### config.mk
export PLATFORM = sky130hd
export DESIGN_NAME = rrs_front
export DESIGN_NICKNAME = d
export VERILOG_FILES = /design/src/rtl/core/rrs_pkg.sv /design/src/rtl/core/rrs_front.sv
export SDC_FILE = /design/constraint.sdc
export NUM_CORES = 1
export LEC_CHECK = 0
export BUFFER_PORTS_ARGS = -buffer_cell sky130_fd_sc_hd__buf_2
export CAP_MARGIN = 20
export CORE_ASPECT_RATIO = 0.75
export CORE_UTILIZATION = 50
export DETAILED_ROUTE_END_ITERATION = 16
export PLACE_DENSITY = 0.87
export SYNTH_ARGS = -nofsm -noshare
export SYNTH_HDL_FRONTEND = slang
export SYNTH_SLANG_ARGS = --single-unit
### constraint.sdc
create_clock -name clock -period 5.1 [get_ports clock]
set_clock_uncertainty 0.1 [all_clocks]
set_input_delay 1.02 -clock clock [delete_from_list [all_inputs] [get_ports clock]]
set_output_delay 1.02 -clock clock [all_outputs]
set_load 0.005 [all_outputs]
### src/rtl/core/rrs_pkg.sv
// Shared constants, types and helpers of the reservoir row sampler.
package rrs_pkg;

   localparam int MAX_SLOTS   = 64;
   localparam int MAX_COLUMNS = 16;
   localparam int COUNT_BITS  = 32;

   localparam int KIND_W    = 1;
   localparam int VALUE_W   = 64;
   localparam int RND_W     = 32;
   localparam int RSLOT_W   = 6;
   localparam int RCOL_W    = 4;
   localparam int TSLOT_W   = 6;
   localparam int INDEX_W   = 32;
   localparam int SEEN_W    = 32;
   localparam int NS_W      = 7;
   localparam int RL_W      = 5;
   localparam int CSR_IDX_W = 1;
   localparam int CSR_DAT_W = 7;

   localparam int SLOT_W = (MAX_SLOTS > 1) ? $clog2(MAX_SLOTS) : 1;
   localparam int COL_W  = (MAX_COLUMNS > 1) ? $clog2(MAX_COLUMNS) : 1;
   localparam int ADDR_W = SLOT_W + COL_W;
   localparam int DIV_W  = (COUNT_BITS > RND_W) ? COUNT_BITS : RND_W;
   localparam int STEP_W = $clog2(DIV_W + 1);

   localparam logic [NS_W-1:0] NUM_SAMPLES_RESET = NS_W'(64);
   localparam logic [RL_W-1:0] ROW_LENGTH_RESET  = RL_W'(16);

   typedef enum logic [CSR_IDX_W-1:0] {
      CSR_NUM_SAMPLES = 1'b0,
      CSR_ROW_LENGTH  = 1'b1
   } csr_index_type;

   typedef enum logic [1:0] {
      OP_PUSH = 2'd0,
      OP_READ = 2'd1,
      OP_SKIP = 2'd2
   } op_type;

   localparam logic [KIND_W-1:0] KIND_PUSH = 1'b0;

   typedef struct packed {
      op_type             op;
      logic [VALUE_W-1:0] element_value;
      logic [RND_W-1:0]   random_word;
      logic [RSLOT_W-1:0] read_slot;
      logic [RCOL_W-1:0]  read_column;
   } item_type;

   typedef struct packed {
      logic               row_kept;
      logic [TSLOT_W-1:0] target_slot;
      logic [VALUE_W-1:0] read_value;
      logic [INDEX_W-1:0] read_row_index;
      logic [SEEN_W-1:0]  rows_seen;
   } result_type;

   typedef struct packed {
      logic             start;
      logic [DIV_W-1:0] dividend;
      logic [DIV_W-1:0] divisor;
   } mod_req_type;

   function automatic logic [INDEX_W-1:0] sat32(input logic [COUNT_BITS-1:0] v);
      logic [INDEX_W-1:0] r;
      r = INDEX_W'(v);
      if (COUNT_BITS > INDEX_W && v > COUNT_BITS'({INDEX_W{1'b1}})) begin
         r = '1;
      end
      return r;
   endfunction

endpackage

### src/rtl/core/rrs_front.sv
// Front end: accepts requests, classifies them and queues them for the back end.
module rrs_front
   import rrs_pkg::*;
(
   input  logic                clock,
   input  logic                reset,
   input  logic                req_push,
   output logic                req_full,
   input  logic [KIND_W-1:0]   req_kind,
   input  logic [VALUE_W-1:0]  req_element_value,
   input  logic [RND_W-1:0]    req_random_word,
   input  logic [RSLOT_W-1:0]  req_read_slot,
   input  logic [RCOL_W-1:0]   req_read_column,
   input  logic [NS_W-1:0]     num_samples,
   output logic                item_valid,
   output item_type            item,
   input  logic                item_pop
);

   localparam int DEPTH = 2;

   item_type   queue_ff [DEPTH];
   logic       wr_ptr_ff, wr_ptr_in;
   logic       rd_ptr_ff, rd_ptr_in;
   logic [1:0] count_ff, count_in;
   logic       transfer;
   logic       do_pop;
   item_type   new_item;

   assign req_full   = (count_ff == 2'(DEPTH));
   assign item_valid = (count_ff != 2'd0);
   assign item       = queue_ff[rd_ptr_ff];
   assign transfer   = req_push && !req_full;
   assign do_pop     = item_pop && item_valid;

   always_comb begin
      new_item.element_value = req_element_value;
      new_item.random_word   = req_random_word;
      new_item.read_slot     = req_read_slot;
      new_item.read_column   = req_read_column;
      if (req_kind != KIND_PUSH) begin
         new_item.op = OP_READ;
      end else if (num_samples == '0) begin
         new_item.op = OP_SKIP;
      end else begin
         new_item.op = OP_PUSH;
      end
      wr_ptr_in = transfer ? ~wr_ptr_ff : wr_ptr_ff;
      rd_ptr_in = do_pop ? ~rd_ptr_ff : rd_ptr_ff;
      count_in  = count_ff + 2'(transfer) - 2'(do_pop);
   end

   always_ff @(posedge clock) begin
      if (transfer) begin
         queue_ff[wr_ptr_ff] <= new_item;
      end
   end

   always_ff @(posedge clock) begin
      if (reset) begin
         wr_ptr_ff <= 1'b0;
         rd_ptr_ff <= 1'b0;
         count_ff  <= 2'd0;
      end else begin
         wr_ptr_ff <= wr_ptr_in;
         rd_ptr_ff <= rd_ptr_in;
         count_ff  <= count_in;
      end
   end

endmodule

==> results of run 1 <==
[worst reg2reg max path: stages, from the launching register on]
cell                       delay, ps
sky130_fd_sc_hd__dfxtp_1         380
sky130_fd_sc_hd__nand2b_2        170
sky130_fd_sc_hd__inv_1            70
sky130_fd_sc_hd__or3_1           370
sky130_fd_sc_hd__inv_4           560
sky130_fd_sc_hd__buf_12          410
[cell type report]
| type | count | area, um^2 |
|---|---|---|
| Clock inverter | 3 | 38.79 |
| Clock buffer | 28 | 561.8 |
| Multi-Input combinational cell | 129 | 1435 |
| Fill cell | 1053 | 5475 |
| Timing Repair Buffer | 231 | 1191 |
| Tap cell | 205 | 256.5 |
| Inverter | 4 | 17.52 |
| Sequential cell | 221 | 6590 |
[stage by stage]
stage	instances	hold slack (ps)	worst slack [ps]	power, mW	utilization [%]
after floorplan	366	351.8	954.1	3.166	-
after global placement	790	378.3	2154	3.589	60.97
after detailed placement	790	386.2	2073	3.637	60.97
after CTS	821	396.6	1684	5.037	64.83
after global routing	821	423.9	1631	5.191	64.83
final	821	397.2	1737	4.973	64.83
[cell families after synthesis]
group	after synthesis	share of synthesized area, %
AO/OA/AOI/OAI	3	0.2157
XOR/XNOR	2	0.2159
adder cells (fa/ha/maj)	2	0.3083
buffers and inverters	16	1.233
flip-flops	221	81.15
multiplexers	108	15.91
AND/OR/NAND/NOR	14	0.9712
[where the power goes]
part	switching, mW	internal [mW]
registers	0.121	2.32
logic	0.522	0.623
clock network	0.579	0.812
total	1.22	3.75
[layout by cell type, fill, tap and decap left out, types with 2 or more instances in the layout]
cell type / Yosys / routed
sky130_fd_sc_hd__buf_2: 8 / 227
sky130_fd_sc_hd__edfxtp_1: 216 / 216
sky130_fd_sc_hd__mux2_2: 88 / 88
sky130_fd_sc_hd__clkbuf_16: 0 / 21
sky130_fd_sc_hd__mux2_4: 20 / 20
sky130_fd_sc_hd__clkbuf_1: 0 / 6
sky130_fd_sc_hd__nor2_1: 4 / 4
sky130_fd_sc_hd__dfxtp_1: 5 / 4
sky130_fd_sc_hd__inv_1: 4 / 3
sky130_fd_sc_hd__or4_1: 2 / 2
sky130_fd_sc_hd__ha_1: 2 / 2
sky130_fd_sc_hd__buf_12: 0 / 2
sky130_fd_sc_hd__buf_4: 0 / 2
[registers in the layout, summed over array words and instances (netlist names), named ones only]
name,count
queue_ff,216
count_ff,2
rd_ptr_ff,1
wr_ptr_ff,1
[per-layer routing]
metal / up-vias / routed length (um) / global-route usage [%]
met1: 1978 / 6166 / 21.11
met4: 0 / 342 / 5.102
li1: 1927 / - / -
met2: 187 / 6941 / 29.05
met5: - / 0 / 0
met3: 25 / 1111 / 4.228
[final timing paths]
| path | startpoint | endpoint | slack (ps) |
|---|---|---|---|
| max | flip-flop | item[59] | 1740 |
| min reg2reg | wr_ptr_ff | wr_ptr_ff | 400 |
| max reg2reg | count_ff[0] | queue_ff[0][12] | 2690 |
| min | wr_ptr_ff | wr_ptr_ff | 400 |
==> impl_summary.log, run 1 <==
[metrics] clock tree from TritonCTS: done
[metrics] nets: 728
[metrics] Total GRT Usage: 16.89%
[metrics] highest attainable clock frequency: 297.4 MHz
[metrics] num rows: 39
[metrics] die span in y: 112.3 um
[metrics] number of H-tree levels: 1
[metrics] total negative setup slack: 0 ps
[metrics] syn_area_per_cell: 22.18 um^2
[metrics] DRC marker count from the first detailed-route iteration: between 150 and 200
[metrics] area share of the largest cell type after synthesis: 79.91%
[metrics] Final Cycle Share: 65.93%
[metrics] WL/cell: 17.74 um
[metrics] cell area after technology mapping: 8117 um^2
[metrics] Ports: 228
[metrics] Worst-Skew Late Latency: 480 ps
[metrics] final critical-path required period: around 3400 ps
[metrics] Total Wirelength: 14.56 mm
[metrics] worst endpoint data arrival time: 2240 ps
[metrics] share of cells above drive strength 1: between 50% and 60%
[metrics] Final setup viols: 0
[metrics] number of global-route vias before repair: around 4,300
[metrics] category of the critical setup timing path: reg2out
[metrics] YS warnings: 0
[metrics] ANT cells: 0
[metrics] type of the worst min-delay path: reg2reg
[metrics] width of the die: roughly 150 um
[metrics] final antenna-violating net count: 0
[metrics] global route total overflow: 0
[metrics] area growth from synthesis to layout: 24.33%
[metrics] Max Cap Viol: 0
[metrics] P per Cell Area: between 400 and 500 nW/um^2
[metrics] area of the core: between 15,000 and 20,000 um^2
[metrics] count leader, synth: sky130_fd_sc_hd__edfxtp_1
[metrics] DIE AREA: 16,750 um^2
[metrics] root buf cell: sky130_fd_sc_hd__clkbuf_16
[metrics] number of instances in the synthesized netlist: 366
[metrics] iteration count of the initial detailed-routing pass: 4
[metrics] chain of cells forming the critical path: buf_12 -> mux2_2 -> buf_2
[metrics] via count: 4,117
[metrics] number of enable flip-flop cells after synthesis: 216
[metrics] endpoints failing hold: 0
[metrics] first-pass GRT wire length: about 22 mm
[metrics] Clock Tree Buf Depth: 3
[metrics] Slew HR: 50.18%
[metrics] cell taking the most area after synthesis: sky130_fd_sc_hd__edfxtp_1
[metrics] delay of the slowest critical-path stage: 750 ps
[metrics] Cell Area, Placed: 9490 um^2
[metrics] flip-flop cell with the highest count after synthesis: sky130_fd_sc_hd__edfxtp_1
[metrics] Static Leak: 3.827 nW
[metrics] Pins Over Slew Limit: 0
[metrics] number of distinct library cells after synthesis: 23
[metrics] Setup Fix Bufs, Post-CTS: 0
[metrics] starting density of the core: 52.14%
[metrics] antenna violations before repair: 0
[metrics] outcome: finished clean
[metrics] CTS resizes: 0
[metrics] actual slew at the worst max-slew pin: 747.4 ps
[metrics] HPWL after detailed placement: 9.845 mm
[metrics] number of hold-repair buffers added at the cts stage: 0
[metrics] Worst Reg2Reg Path Length in Cells: 5
[metrics] Via-to-Cell Ratio: 5.015
[metrics] element type at the critical path end: output pin
[metrics] number of clock buffers inserted by TritonCTS: 21
[metrics] total clock sinks: 221
[metrics] maximum number of pins on one net before global-route repair: between 60 and 70
[metrics] CTS clk-pin slew, worst paths: ~60 ps
[metrics] worst-path cell with the longest stage delay: sky130_fd_sc_hd__dfxtp_4
[metrics] top cells by area in the synthesized netlist: sky130_fd_sc_hd__edfxtp_1 80%, sky130_fd_sc_hd__mux2_2 12%, sky130_fd_sc_hd__mux2_4 3.7%
[metrics] setup repair after global routing missed its margin: false
[metrics] worst hold stages: 2
[metrics] highest net fanout along the worst path: 65
[metrics] total non-filler cell area in the finished layout: slightly above 10,000 um^2
[metrics] Buf+Inv Stages, Crit Path: 2
[metrics] Post-synth ARST share: 0%
[metrics] net count after synthesis: 486
[metrics] post-synthesis sequential element count: approximately 220
[metrics] DRC violations left: 0
[metrics] Worst VDD drop: 0.4200 mV
[metrics] fraction of the yosys area taken by sequential cells: 81.15%
[metrics] required time of the worst setup path: approximately 4000 ps
[metrics] kind of cell adding the most delay to the critical path: flip-flops
[metrics] Critical Path Stages: 3
[metrics] critical path startpoint category: flip-flop
[metrics] quantity of I/O buffers inserted on ports: ~230
[metrics] gp weighted congestion: 0.7598
[metrics] top post-synthesis cells by count: 216 x sky130_fd_sc_hd__edfxtp_1, 88 x sky130_fd_sc_hd__mux2_2, 20 x sky130_fd_sc_hd__mux2_4, 8 x sky130_fd_sc_hd__buf_2, 5 x sky130_fd_sc_hd__dfxtp_1
Power figures use the tool's default switching activity.
==> run 2: changes to the inputs <==
Settings changed: ABC_AREA set to 1, CORE_UTILIZATION 50 to 47, PLACE_DENSITY 0.87 to 0.86.
Clock period 5.1 ns to 2.85 ns, I/O delays scaled along.
==> run 2 against run 1 <==
Register-to-register slack lost 1800 ps. Combinational power grew 69%. Setup slack lost 1300 ps. Area after synthesis grew 0.29%. Global-route usage shrank 0.86 points. Wire length grew 2.6%. Critical path type unchanged. Critical endpoint is now item[15]. Largest power group unchanged.
==> impl_summary.log, run 2 <==
[metrics] number of distinct library cells after synthesis: 12
[metrics] num rows: 41
[metrics] Static Leak: 3.880 nW
[metrics] worst endpoint data arrival time: 1740 ps
[metrics] highest attainable clock frequency: about 420 MHz
[metrics] flip-flop cell with the highest count after synthesis: sky130_fd_sc_hd__edfxtp_1
[metrics] via count: between 4,000 and 5,000
[metrics] die span in y: 116.0 um
[metrics] number of clock buffers inserted by TritonCTS: 21
[metrics] clock tree from TritonCTS: done
[metrics] number of enable flip-flop cells after synthesis: between 200 and 250
[metrics] Synth Area in XOR/XNOR: 0%
[metrics] starting density of the core: 48.23%
[metrics] required time of the worst setup path: approximately 2200 ps
[metrics] Final setup viols: 0
[metrics] area used by sequential logic in the layout: 6590 um^2
[metrics] register with the highest flop count: queue_ff
[metrics] area of the core: roughly 17,000 um^2
[metrics] number of hold-repair buffers added at the cts stage: 0
[metrics] CTS resizes: 0
[metrics] area fraction in and, or, nand and nor cells after synthesis: 1.291%
[metrics] WL/cell: roughly 18 um
[metrics] cell area after technology mapping: ~8000 um^2
[metrics] Cell Area, Placed: 9570 um^2
[metrics] cell taking the most area after synthesis: sky130_fd_sc_hd__edfxtp_1
[metrics] Synth Area in Compound Gates: 0.1230%
[metrics] element type at the critical path end: output pin
[metrics] Worst-Skew Late Latency: a little under 500 ps
[metrics] gp weighted congestion: approximately 0.75
[metrics] top cells by area in the synthesized netlist: sky130_fd_sc_hd__edfxtp_1 80%, sky130_fd_sc_hd__mux2_2 12%, sky130_fd_sc_hd__mux2_4 3.7%
[metrics] top flop regs: queue_ff: 216 flops, count_ff: 2 flops
[metrics] Via-to-Cell Ratio: 4.968
[metrics] YS warnings: 0
[metrics] type of the worst min-delay path: in2reg
[metrics] main combinational cell family by area after synthesis: multiplexers
[metrics] net count after synthesis: 502
[metrics] category of the critical setup timing path: reg2out
[metrics] critical path startpoint category: flip-flop
[metrics] Setup Fix Bufs, Post-CTS: 0
[metrics] outcome: finished clean
[metrics] endpoints failing hold: 0
[metrics] quantity of I/O buffers inserted on ports: around 230
[metrics] setup repair after global routing missed its margin: false
[metrics] commonest non-fill, non-tap cell in the layout: sky130_fd_sc_hd__buf_2
[metrics] syn_area_per_cell: 21.31 um^2
[metrics] count leader, synth: sky130_fd_sc_hd__edfxtp_1
[metrics] Ports: 228
[metrics] total clock sinks: around 220
[metrics] HPWL after detailed placement: approximately 10 mm
[metrics] first-pass GRT wire length: 22.14 mm
[metrics] iteration count of the initial detailed-routing pass: 4
[metrics] P per Cell Area: between 800 and 900 nW/um^2
[metrics] Post-synth ARST share: 0%
[metrics] width of the die: 154.0 um
[metrics] Max Cap Viol: 0
[metrics] CTS clk-pin slew, worst paths: around 60 ps
[metrics] actual slew at the worst max-slew pin: 690.2 ps
[metrics] area of combinational cells with multiple inputs: 1439 um^2
[metrics] Pins Over Slew Limit: 0
[metrics] Slew HR: 53.99%
[metrics] Final Cycle Share: 84.43%
[metrics] total negative setup slack: 0 ps
[metrics] multiplexer area fraction after synthesis: 15.86%
[metrics] share of cells above drive strength 1: 57.95%
[metrics] share of synthesized cell area in full adder, half adder and majority cells: 0.3074%
[metrics] antenna violations before repair: 1
[metrics] nets: about 750
[metrics] filler cell count in the final layout: 1,217
[metrics] Total Wirelength: 14.94 mm
[metrics] fraction of the yosys area taken by sequential cells: about 80%
[metrics] area growth from synthesis to layout: 25.19%
[metrics] Worst VDD drop: about 0.56 mV
[metrics] most frequent cells in the layout: 227 x sky130_fd_sc_hd__buf_2, 216 x sky130_fd_sc_hd__edfxtp_1, 88 x sky130_fd_sc_hd__mux2_2
[metrics] root buf cell: sky130_fd_sc_hd__clkbuf_16
[metrics] Total GRT Usage: 16.03%
[metrics] final antenna-violating net count: 0
[metrics] global route total overflow: 0
[metrics] number of global-route vias before repair: approximately 4,200
[metrics] max FFs per register: 216
[metrics] Clock Tree Buf Depth: 3
[metrics] DRC marker count from the first detailed-route iteration: 145
[metrics] top post-synthesis cells by count: 216 x sky130_fd_sc_hd__edfxtp_1, 88 x sky130_fd_sc_hd__mux2_2, 20 x sky130_fd_sc_hd__mux2_4, 14 x sky130_fd_sc_hd__nor2_1
[metrics] number of H-tree levels: 1
[metrics] maximum number of pins on one net before global-route repair: 59
[metrics] DRC violations left: 0
[metrics] total non-filler cell area in the finished layout: 10,190 um^2
[metrics] area share of the largest cell type after synthesis: 79.68%
[metrics] final critical-path required period: 2406 ps
[metrics] number of instances in the synthesized netlist: 382
[metrics] highest net fanout along the worst path: 55
[metrics] ANT cells: 0
[metrics] post-synthesis sequential element count: 221
[metrics] DIE AREA: 17,860 um^2
run 2: cell types whose count changed in the layout (fill, tap and decap cells not counted), moves of 2 or more:
cell	delta
sky130_fd_sc_hd__nand2_1	+9
sky130_fd_sc_hd__nor2_1	+9
sky130_fd_sc_hd__inv_1	+6
sky130_fd_sc_hd__nand3_1	+3
sky130_fd_sc_hd__buf_12	+2
sky130_fd_sc_hd__clkinv_1	+2
sky130_fd_sc_hd__or4_1	-2
run 2: worst max-delay path, stage by stage (launching register included):
cell and delay (ps):
sky130_fd_sc_hd__dfxtp_4 380, sky130_fd_sc_hd__buf_12 290, sky130_fd_sc_hd__mux2_2 390, sky130_fd_sc_hd__buf_2 130
run 2: area by class of cell:
class,instances,share of cell area [%]
repair buffers,233,12.08
clock inverters,6,0.7489
inverters,10,0.4052
flip-flops and latches,221,64.67
multi-input cells,139,14.12
clock buffers,26,5.341
well taps,215,2.640
run 2: kinds of logic after synthesis:
| logic type | count (synthesis) |
|---|---|
| compound gates | 2 |
| fa+ha+maj | 2 |
| buf+inv | 22 |
| flops | 221 |
| mux | 108 |
| simple gates | 27 |
run 2: path summary, 6_finish.rpt:
| kind | startpoint | to | slack, ps | cells after the start |
|---|---|---|---|---|
| setup / recovery | flip-flop | item[15] | 440 | 3 |
| hold / removal | reset | count_ff[0] | 140 | 2 |
| setup reg to reg | count_ff[0] | queue_ff[0][88] | 910 | 5 |
| hold reg to reg | rd_ptr_ff | rd_ptr_ff | 460 | 2 |
run 2: power breakdown:
part / internal, mW / leakage [nW] / switching, mW / total (mW)
Combinational: 0.983 / 1.52 / 0.944 / 1.93
Sequential: 4.13 / 2.06 / 0.120 / 4.24
Clock: 1.52 / 0.302 / 1.06 / 2.58
Total: 6.63 / 3.88 / 2.13 / 8.75
run 2: metal layers:
layer | routed length, um | up-vias | global-route usage, % | part of all wire (%)
li1 | - | 1967 | - | -
met1 | 6364 | 2062 | 20.38 | 43
met2 | 7082 | 165 | 27.00 | 47
met3 | 1178 | 27 | 5.049 | 7.9
met4 | 296 | 2 | 4.133 | 2.0
met5 | 13 | - | 0 | 0.087
run 2: through the flow:
stage / hold slack, ps / setup WS, ps / utilization, % / std cells / power, mW
5_1_grt: 147.1 / 388.5 / 60.38 / 850 / 9.147
3_5_place_dp: 436.7 / 831.6 / 56.71 / 818 / 6.264
4_1_cts: 134.1 / 438.2 / 60.38 / 850 / 8.858
6_report: 144.5 / 443.8 / 60.38 / 850 / 8.751
3_3_place_gp: 391.0 / 882.4 / 56.71 / 818 / 6.171
2_1_floorplan: 367.5 / 66.38 / - / 382 / 5.453
